**src/ptd_pkg.sv**
```systemverilog
// Package for the periodic task dispatcher: controller states, operation
// and result codes, slot entry layout. No dependencies.
`default_nettype none

package ptd_pkg;

	localparam int HANDLE_W = 8;
	localparam int TIME_W   = 16;

	typedef enum logic [1:0] {
		ST_IDLE,
		ST_WALK,
		ST_LAST,
		ST_END
	} state_t;

	localparam logic [1:0] OP_TICK   = 2'd0;
	localparam logic [1:0] OP_CREATE = 2'd1;
	localparam logic [1:0] OP_DELETE = 2'd2;

	localparam logic [1:0] KIND_STATUS = 2'd0;
	localparam logic [1:0] KIND_FIRED  = 2'd1;
	localparam logic [1:0] KIND_IDLE   = 2'd2;

	typedef struct packed {
		logic [HANDLE_W-1:0] handle;
		logic [TIME_W-1:0]   period;
		logic [TIME_W-1:0]   countdown;
	} entry_t;

endpackage

`default_nettype wire

```
**src/ptd_slot_mem.sv**
```systemverilog
// Slot table memory: one write port, one read port, registered read data.
// Depends on ptd_pkg for the entry layout.
`default_nettype none

module ptd_slot_mem
	import ptd_pkg::*;
#(
	parameter int DEPTH = 8,
	parameter int AW    = 3
) (
	input  wire logic          clk,
	input  wire logic          wr_en,
	input  wire logic [AW-1:0] wr_addr,
	input  wire entry_t        wr_data,
	input  wire logic          rd_en,
	input  wire logic [AW-1:0] rd_addr,
	output entry_t             rd_data
);

	entry_t mem [DEPTH];

	always_ff @(posedge clk) begin
		if (wr_en) begin
			mem[wr_addr] <= wr_data;
		end
	end

	always_ff @(posedge clk) begin
		if (rd_en) begin
			rd_data <= mem[rd_addr];
		end
	end

endmodule

`default_nettype wire

```
**src/periodic_task_dispatcher_unit.sv**
```systemverilog
// Periodic task dispatcher top level: slot walk controller around the slot
// table memory. Depends on ptd_pkg and ptd_slot_mem.
//
// Usage: drive opcode, task_handle, period and phase_offset with start high;
// the command transfers on a rising edge where start is high and busy is low.
// Results appear on result_kind/success/fired_handle/fired_slot/last, each
// valid for exactly one cycle while strobe is high; last marks the final
// result of a command. The receiver cannot stall, so nothing is held back.
// Create and unknown opcodes: one status result the cycle after transfer,
// busy never rises, so a new command may follow in the next cycle.
// Tick: the controller walks the appended slots, one memory read per cycle
// with the update written back in the following cycle; fired results
// trickle out during the walk, the final one in the cycle in which busy
// falls, and a tick that fires nothing gives one idle result there. A tick
// on an empty table gives its idle result at once like a create. Delete
// walks all MAX_TASKS slots and reports status at the end. The slot walk
// through the single read port sets the rate: busy stays high until the
// walk is over. Reset empties the table (valid bits and fill count are
// cleared at once, no memory sweep) and drops any command in progress.
`default_nettype none

module periodic_task_dispatcher_unit
	import ptd_pkg::*;
#(
	parameter int MAX_TASKS = 8
) (
	input  wire logic                clk,
	input  wire logic                arst_n,
	input  wire logic                start,
	output logic                     busy,
	input  wire logic [1:0]          opcode,
	input  wire logic [HANDLE_W-1:0] task_handle,
	input  wire logic [TIME_W-1:0]   period,
	input  wire logic [TIME_W-1:0]   phase_offset,
	output logic                     strobe,
	output logic [1:0]               result_kind,
	output logic                     success,
	output logic [HANDLE_W-1:0]      fired_handle,
	output logic [2:0]               fired_slot,
	output logic                     last
);

	localparam int IW = (MAX_TASKS > 1) ? $clog2(MAX_TASKS) : 1;
	localparam int UW = $clog2(MAX_TASKS + 1);
	localparam logic [UW-1:0] LAST_SLOT = UW'(MAX_TASKS - 1);
	localparam logic [UW-1:0] FULL      = UW'(MAX_TASKS);

	state_t state_q, state_d;

	logic [IW-1:0]       idx_q;
	logic                is_tick_q;
	logic [HANDLE_W-1:0] key_q;
	logic                chk_s1;
	logic [IW-1:0]       slot_s1;
	logic                found_q;
	logic                pend_q;
	logic [HANDLE_W-1:0] pend_handle_q;
	logic [IW-1:0]       pend_slot_q;
	logic [MAX_TASKS-1:0] valid_q;
	logic [UW-1:0]       used_q;

	logic                strobe_q;
	logic [1:0]          kind_q;
	logic                ok_q;
	logic [HANDLE_W-1:0] handle_q;
	logic [2:0]          slot_q;
	logic                last_q;

	logic                accept;
	logic                create_ok;
	logic                at_last;
	logic [UW-1:0]       last_idx;
	logic                slot_live;
	logic                fire;
	logic                del_hit;

	logic                emit;
	logic [1:0]          emit_kind;
	logic                emit_ok;
	logic [HANDLE_W-1:0] emit_handle;
	logic [2:0]          emit_slot;
	logic                emit_last;

	logic                rd_en;
	logic                wr_en;
	logic [IW-1:0]       wr_addr;
	entry_t              wr_data;
	entry_t              rd_data;

	ptd_slot_mem #(
		.DEPTH(MAX_TASKS),
		.AW   (IW)
	) u_mem (
		.clk    (clk),
		.wr_en  (wr_en),
		.wr_addr(wr_addr),
		.wr_data(wr_data),
		.rd_en  (rd_en),
		.rd_addr(idx_q),
		.rd_data(rd_data)
	);

	assign busy      = (state_q != ST_IDLE);
	assign accept    = start && (state_q == ST_IDLE);
	assign create_ok = accept && (opcode == OP_CREATE) && (task_handle != '0)
		&& (used_q < FULL);
	assign last_idx  = is_tick_q ? (used_q - UW'(1)) : LAST_SLOT;
	assign at_last   = (UW'(idx_q) == last_idx);
	assign slot_live = valid_q[slot_s1];
	assign fire      = chk_s1 && is_tick_q && slot_live && (rd_data.countdown == '0);
	assign del_hit   = chk_s1 && !is_tick_q && !found_q
		&& (slot_live ? (rd_data.handle == key_q) : (key_q == '0));

	always_ff @(posedge clk or negedge arst_n) begin
		if (!arst_n) begin
			state_q <= ST_IDLE;
		end else begin
			state_q <= state_d;
		end
	end

	always_comb begin
		state_d     = state_q;
		rd_en       = 1'b0;
		wr_en       = 1'b0;
		wr_addr     = slot_s1;
		wr_data     = rd_data;
		emit        = 1'b0;
		emit_kind   = KIND_STATUS;
		emit_ok     = 1'b1;
		emit_handle = '0;
		emit_slot   = '0;
		emit_last   = 1'b1;

		if (chk_s1 && is_tick_q && slot_live) begin
			wr_en             = 1'b1;
			wr_data.countdown = fire ? (rd_data.period - TIME_W'(1))
				: (rd_data.countdown - TIME_W'(1));
		end
		if (fire && pend_q) begin
			emit        = 1'b1;
			emit_kind   = KIND_FIRED;
			emit_handle = pend_handle_q;
			emit_slot   = 3'(pend_slot_q);
			emit_last   = 1'b0;
		end

		case (state_q)
			ST_IDLE: begin
				if (accept) begin
					if (opcode == OP_TICK) begin
						if (used_q == '0) begin
							emit      = 1'b1;
							emit_kind = KIND_IDLE;
						end else begin
							state_d = ST_WALK;
						end
					end else if (opcode == OP_DELETE) begin
						state_d = ST_WALK;
					end else begin
						emit    = 1'b1;
						emit_ok = create_ok;
					end
				end
				if (create_ok) begin
					wr_en   = 1'b1;
					wr_addr = used_q[IW-1:0];
					wr_data = '{handle: task_handle, period: period,
						countdown: phase_offset};
				end
			end
			ST_WALK: begin
				rd_en = 1'b1;
				if (at_last) begin
					state_d = ST_LAST;
				end
			end
			ST_LAST: begin
				state_d = ST_END;
			end
			ST_END: begin
				emit    = 1'b1;
				state_d = ST_IDLE;
				if (!is_tick_q) begin
					emit_ok = found_q;
				end else if (pend_q) begin
					emit_kind   = KIND_FIRED;
					emit_handle = pend_handle_q;
					emit_slot   = 3'(pend_slot_q);
				end else begin
					emit_kind = KIND_IDLE;
				end
			end
			default: begin
				state_d = ST_IDLE;
			end
		endcase
	end

	always_ff @(posedge clk or negedge arst_n) begin
		if (!arst_n) begin
			chk_s1   <= 1'b0;
			found_q  <= 1'b0;
			pend_q   <= 1'b0;
			valid_q  <= '0;
			used_q   <= '0;
			strobe_q <= 1'b0;
		end else begin
			chk_s1   <= (state_q == ST_WALK);
			strobe_q <= emit;
			if (accept) begin
				found_q <= 1'b0;
				pend_q  <= 1'b0;
			end
			if (fire) begin
				pend_q <= 1'b1;
			end
			if (del_hit) begin
				found_q          <= 1'b1;
				valid_q[slot_s1] <= 1'b0;
			end
			if (create_ok) begin
				valid_q[used_q[IW-1:0]] <= 1'b1;
				used_q                  <= used_q + UW'(1);
			end
		end
	end

	always_ff @(posedge clk) begin
		slot_s1 <= idx_q;
		if (accept) begin
			idx_q     <= '0;
			is_tick_q <= (opcode == OP_TICK);
			key_q     <= task_handle;
		end else if (state_q == ST_WALK) begin
			idx_q <= idx_q + IW'(1);
		end
		if (fire) begin
			pend_handle_q <= rd_data.handle;
			pend_slot_q   <= slot_s1;
		end
		kind_q   <= emit_kind;
		ok_q     <= emit_ok;
		handle_q <= emit_handle;
		slot_q   <= emit_slot;
		last_q   <= emit_last;
	end

	assign strobe       = strobe_q;
	assign result_kind  = kind_q;
	assign success      = ok_q;
	assign fired_handle = handle_q;
	assign fired_slot   = slot_q;
	assign last         = last_q;

endmodule

`default_nettype wire

```
**config.mk**
```make
export PLATFORM = sky130hd
export DESIGN_NAME = periodic_task_dispatcher_unit
export DESIGN_NICKNAME = d
export VERILOG_FILES = /design/src/ptd_pkg.sv /design/src/ptd_slot_mem.sv /design/src/periodic_task_dispatcher_unit.sv
export SDC_FILE = /design/constraint.sdc
export NUM_CORES = 1
export LEC_CHECK = 0
export BUFFER_PORTS_ARGS = -buffer_cell sky130_fd_sc_hd__buf_4
export CORE_MARGIN = 3
export CORE_UTILIZATION = 50
export CTS_BUF_LIST = sky130_fd_sc_hd__clkbuf_8
export DETAILED_ROUTE_END_ITERATION = 10
export PLACE_DENSITY = 0.67
export SLEW_MARGIN = 10
export SYNTH_ARGS = -nofsm -noshare
export SYNTH_HDL_FRONTEND = slang
export SYNTH_SLANG_ARGS = --single-unit
```
**constraint.sdc**
```tcl
create_clock -name clk -period 8.5 [get_ports clk]
set_clock_uncertainty 0.15 [all_clocks]
set_input_delay 0.425 -clock clk [delete_from_list [all_inputs] [get_ports clk]]
set_output_delay 0.425 -clock clk [all_outputs]
set_load 0.05 [all_outputs]
```
==> reports/results.tsv <==
stage	metric	value	unit
run_status	status	completed	
global_route	largest net degree at the start of global routing	64	
timing	Fin. Hold Viols	0	
synthesis	EDFF count, synth	380	
floorplan	top-level I/O count	62	
global_route	GRT overflow	0	
timing	Tcrit/Tclk final	0.507	
detailed_routing	DR WL met2	16.9	mm
pwr	Clk pwr share	0.257	
synthesis	syn nets	1043	
floorplan	core area	33000	um2
hold_path	Hold Path Depth	4	
pwr	Pleak	6.44	nW
timing	RSZ-0062 raised after global routing	no	
clock_network	CTS Root Cell	clkbuf_8	
setup_path	Slowest-stage cell, CP	nor2_4	
clock_network	CTS sink count	419	
clock_network	Reg clk slew, reported paths	0.06	ns
hold_path	Hold Crit Class	in2reg	
setup_path	crit path DAT	4.39	ns
pwr	Pint	0.00426	W
clock_network	clk buf depth	3	
clock_network	post-CTS setup buffers	0	
final_layout	layout cells sized above 1	0.271	
hold_path	hold endpoint	success	
setup_path	critical path's top delay family	buffers and inverters	
final_layout	area delta synth->final	13.9	%
setup_path	crit start category	flop	
place	Final HPWL DP	20.1	mm
setup_path	worst r2r src	state_q[0]	
clock_network	number of H-tree levels	3	
clock_network	post_cts resized	0	
clock_network	clock network latency to the later pin of the worst-skew pair	0.59	ns
setup_path	Req. time, crit path	8.59	ns
detailed_routing	DRT met1 WL	15.2	mm
pwr	Comb pwr share	0.241	
global_route	initial antenna violation count	0	
timing	Max Slew Vio Count	0	
clock_network	# hold bufs at CTS	11	
synthesis	ys flop type	edfxtp_1	
floorplan	row count	66	
detailed_routing	final WL	35.0	mm
timing	# setup viols final	0	
detailed_routing	WL met3	2.07	mm
setup_path	Max FO, Critical Path	61	
final_layout	Antenna Cells	0	
detailed_routing	Vias	9151	
pwr	Psw	0.00187	W
clock_network	CTS tree	done	
global_route	GR Util All Layers	0.200	
place	PortBufs	61	
pwr	pwr dens	317	nW/um2
floorplan	Initial Utilization	0.514	
floorplan	Die W	190	um
setup_path	number of cells on the worst reg-to-reg path	9	
floorplan	Die Ht	190	um
pwr	IR drop worst, VDD	0.159	mV
hold_path	Hold Startpoint	start	
timing	min Tclk post-route	4.31	ns
detailed_routing	vias per cell	5.74	
place	pre-CTS WS	4.19	ns
setup_path	reg2reg end	u_mem.mem[4][37]	
setup_path	Buf+Inv Stages, Crit Path	4	
setup_path	reg2reg setup slack	4.19	ns
synthesis	Syn Area/Cell	17.2	um2
synthesis	Unique masters post-synth	63	
setup_path	slowest stage delay, CP	0.65	ns
pwr	Sw Share	0.306	
setup_path	crit path capture type	flop	
timing	Peak Freq	232	MHz
pwr	sequential fraction of design power	0.502	
detailed_routing	DR pass1 iterations	5	
setup_path	crit-path cells	inv_1 > ha_1 > nand2_1 > inv_1 > and4_2 > buf_4 > a21oi_1 > nor2_4 > buf_4	
detailed_routing	top routing layer in use	met4	
synthesis	sequential area share after synthesis	0.723	
final_layout	Final Net Count	1156	
timing	TNS Setup	0	ns
final_layout	final core area utilization	0.586	
timing	Slew HR	0.333	
detailed_routing	ANT nets after route	0	
setup_path	Crit Path Class	reg2reg	
clock_network	CTS Buf Count	69	
detailed_routing	WL per Instance	21.9	um
timing	setup ws final	4.19	ns
timing	Worst Tran Pin Value	1.00	ns
synthesis	ys async rst share	0.0430	
synthesis	post-synthesis cell count	990	
floorplan	Die ar.	36200	um2
global_route	global-route wire length before repair	54.7	mm
synthesis	Seq cells post-synth	419	
place	gpl congestion	0.850	
final_layout	layout filler cell count	2532	
detailed_routing	drt drc	0	
synthesis	Ys Warns	0	
detailed_routing	Iteration-0 DRC Markers	966	
job	Max-Cap Viols	0	
synthesis	mapped cell area	17000	um2
global_route	vias in the first global route	9422	
==> cells by family (layout without fill, tap and decap cells) <==
kind of cell,after synthesis,after routing,synth area share
buf+inv,62,225,0.0150
simple gates,244,244,0.0676
compound gates,112,112,0.0413
xor+xnor,17,17,0.00877
fa+ha+maj,8,8,0.00589
mux,128,128,0.138
flops,419,419,0.723
==> state kept, by name, summed over array words and instances, names as in the netlist, 2 cells and up <==
signal / count
u_mem.mem: 320
result_kind: 2
fired_slot: 3
pend_handle_q: 8
u_mem.rd_data: 40
fired_handle: 8
slot_s1: 3
used_q: 4
key_q: 8
idx_q: 3
valid_q: 8
pend_slot_q: 3
state_q: 2
==> final cells by class <==
cell class                 count  area [um2]  area share
timing repair buffer          90         703      0.0363
clock inverter                50         259      0.0134
tap                          442         553      0.0286
inverter                      14        52.6     0.00272
sequential                   419       12300       0.635
multi-input combinational    509        4510       0.233
clock buffer                  71         977      0.0505
==> worst min-delay path, cell delays in order <==
cell and delay [ns]:
buf_4 0.12, nand2_1 0.05, a21oi_1 0.06, nand3_1 0.08
==> metrics by stage <==
stage | area (um2) | cells | hold WS, ns | total power [W]
2_1_floorplan | 17000 | 990 | -0.0206 | 0.00413
3_3_place_gp | 18000 | 1463 | 0.165 | 0.00458
3_5_place_dp | 18000 | 1463 | 0.164 | 0.00461
4_1_cts | 19300 | 1595 | 0.0116 | 0.00620
5_1_grt | 19300 | 1595 | 0.0383 | 0.00647
6_report | 19300 | 1595 | 0.0456 | 0.00614
==> cells in the mapped netlist, types with 3 or more instances <==
cell | instances | area share
a21oi_1 | 32 | 0.0094
a22oi_1 | 3 | 0.0013
a31oi_1 | 6 | 0.0022
and2_1 | 13 | 0.0048
and3_1 | 3 | 0.0011
buf_1 | 9 | 0.0020
buf_2 | 5 | 0.0015
clkbuf_1 | 32 | 0.0071
dfrtp_1 | 18 | 0.027
dfxtp_1 | 21 | 0.025
edfxtp_1 | 380 | 0.67
ha_1 | 8 | 0.0059
inv_1 | 13 | 0.0029
mux2_2 | 42 | 0.028
mux2i_1 | 5 | 0.0029
mux4_2 | 81 | 0.11
nand2_1 | 111 | 0.025
nand2b_1 | 4 | 0.0015
nand3_1 | 13 | 0.0038
nand4_1 | 5 | 0.0018
nor2_1 | 52 | 0.011
nor3_1 | 14 | 0.0041
nor4_1 | 7 | 0.0026
nor4_2 | 3 | 0.0022
o211ai_1 | 6 | 0.0027
o21ai_0 | 30 | 0.0088
o22ai_1 | 5 | 0.0018
o31ai_1 | 4 | 0.0018
o41ai_1 | 4 | 0.0021
xnor2_1 | 15 | 0.0077
==> power by group through the flow <==
stage                     sequential (W)  combinational, W  clock [W]
final                            0.00308           0.00148    0.00158
after global routing             0.00312           0.00163    0.00172
after CTS                        0.00308           0.00150    0.00162
after detailed placement         0.00312           0.00149          0
after global placement           0.00312           0.00147          0
after floorplan                  0.00296           0.00117          0
==> cell usage in the layout, fill, tap and decap left out, drive strengths merged, types with 3 or more instances in the layout <==
master,instances
a21oi,32
a22oi,3
a31oi,6
and2,13
and3,3
buf,79
clkbuf,71
clkinv,18
dfrtp,18
dfxtp,21
dlygate4sd3,11
edfxtp,380
ha,8
inv,43
mux2,42
mux2i,5
mux4,81
nand2,111
nand2b,4
nand3,13
nand4,5
nor2,52
nor3,14
nor4,11
o211ai,6
o21ai,32
o22ai,5
o31ai,4
o41ai,4
or2,4
or4,3
xnor2,15
==> how the worst max path moves through the flow <==
stage                     startpoint               end  depth (start not counted)  slack [ns]
after floorplan           state_q[0]   u_mem.mem[7][0]                          9        4.19
after global placement    state_q[0]  u_mem.mem[4][36]                          9        4.29
after detailed placement  state_q[0]  u_mem.mem[4][32]                          9        4.19
after CTS                 state_q[0]  u_mem.mem[4][32]                          9        4.17
after global routing      state_q[1]  u_mem.mem[4][37]                          9        3.95
final                     state_q[0]  u_mem.mem[4][37]                          9        4.19
==> layer usage <==
metal / track usage / vias to the layer above
met3: 0.0369 / 65
met1: 0.279 / 4624
met5: 0 / -
met4: 0.0694 / 0
li1: - / 4135
met2: 0.321 / 327
(Power assumes the default switching activity.)
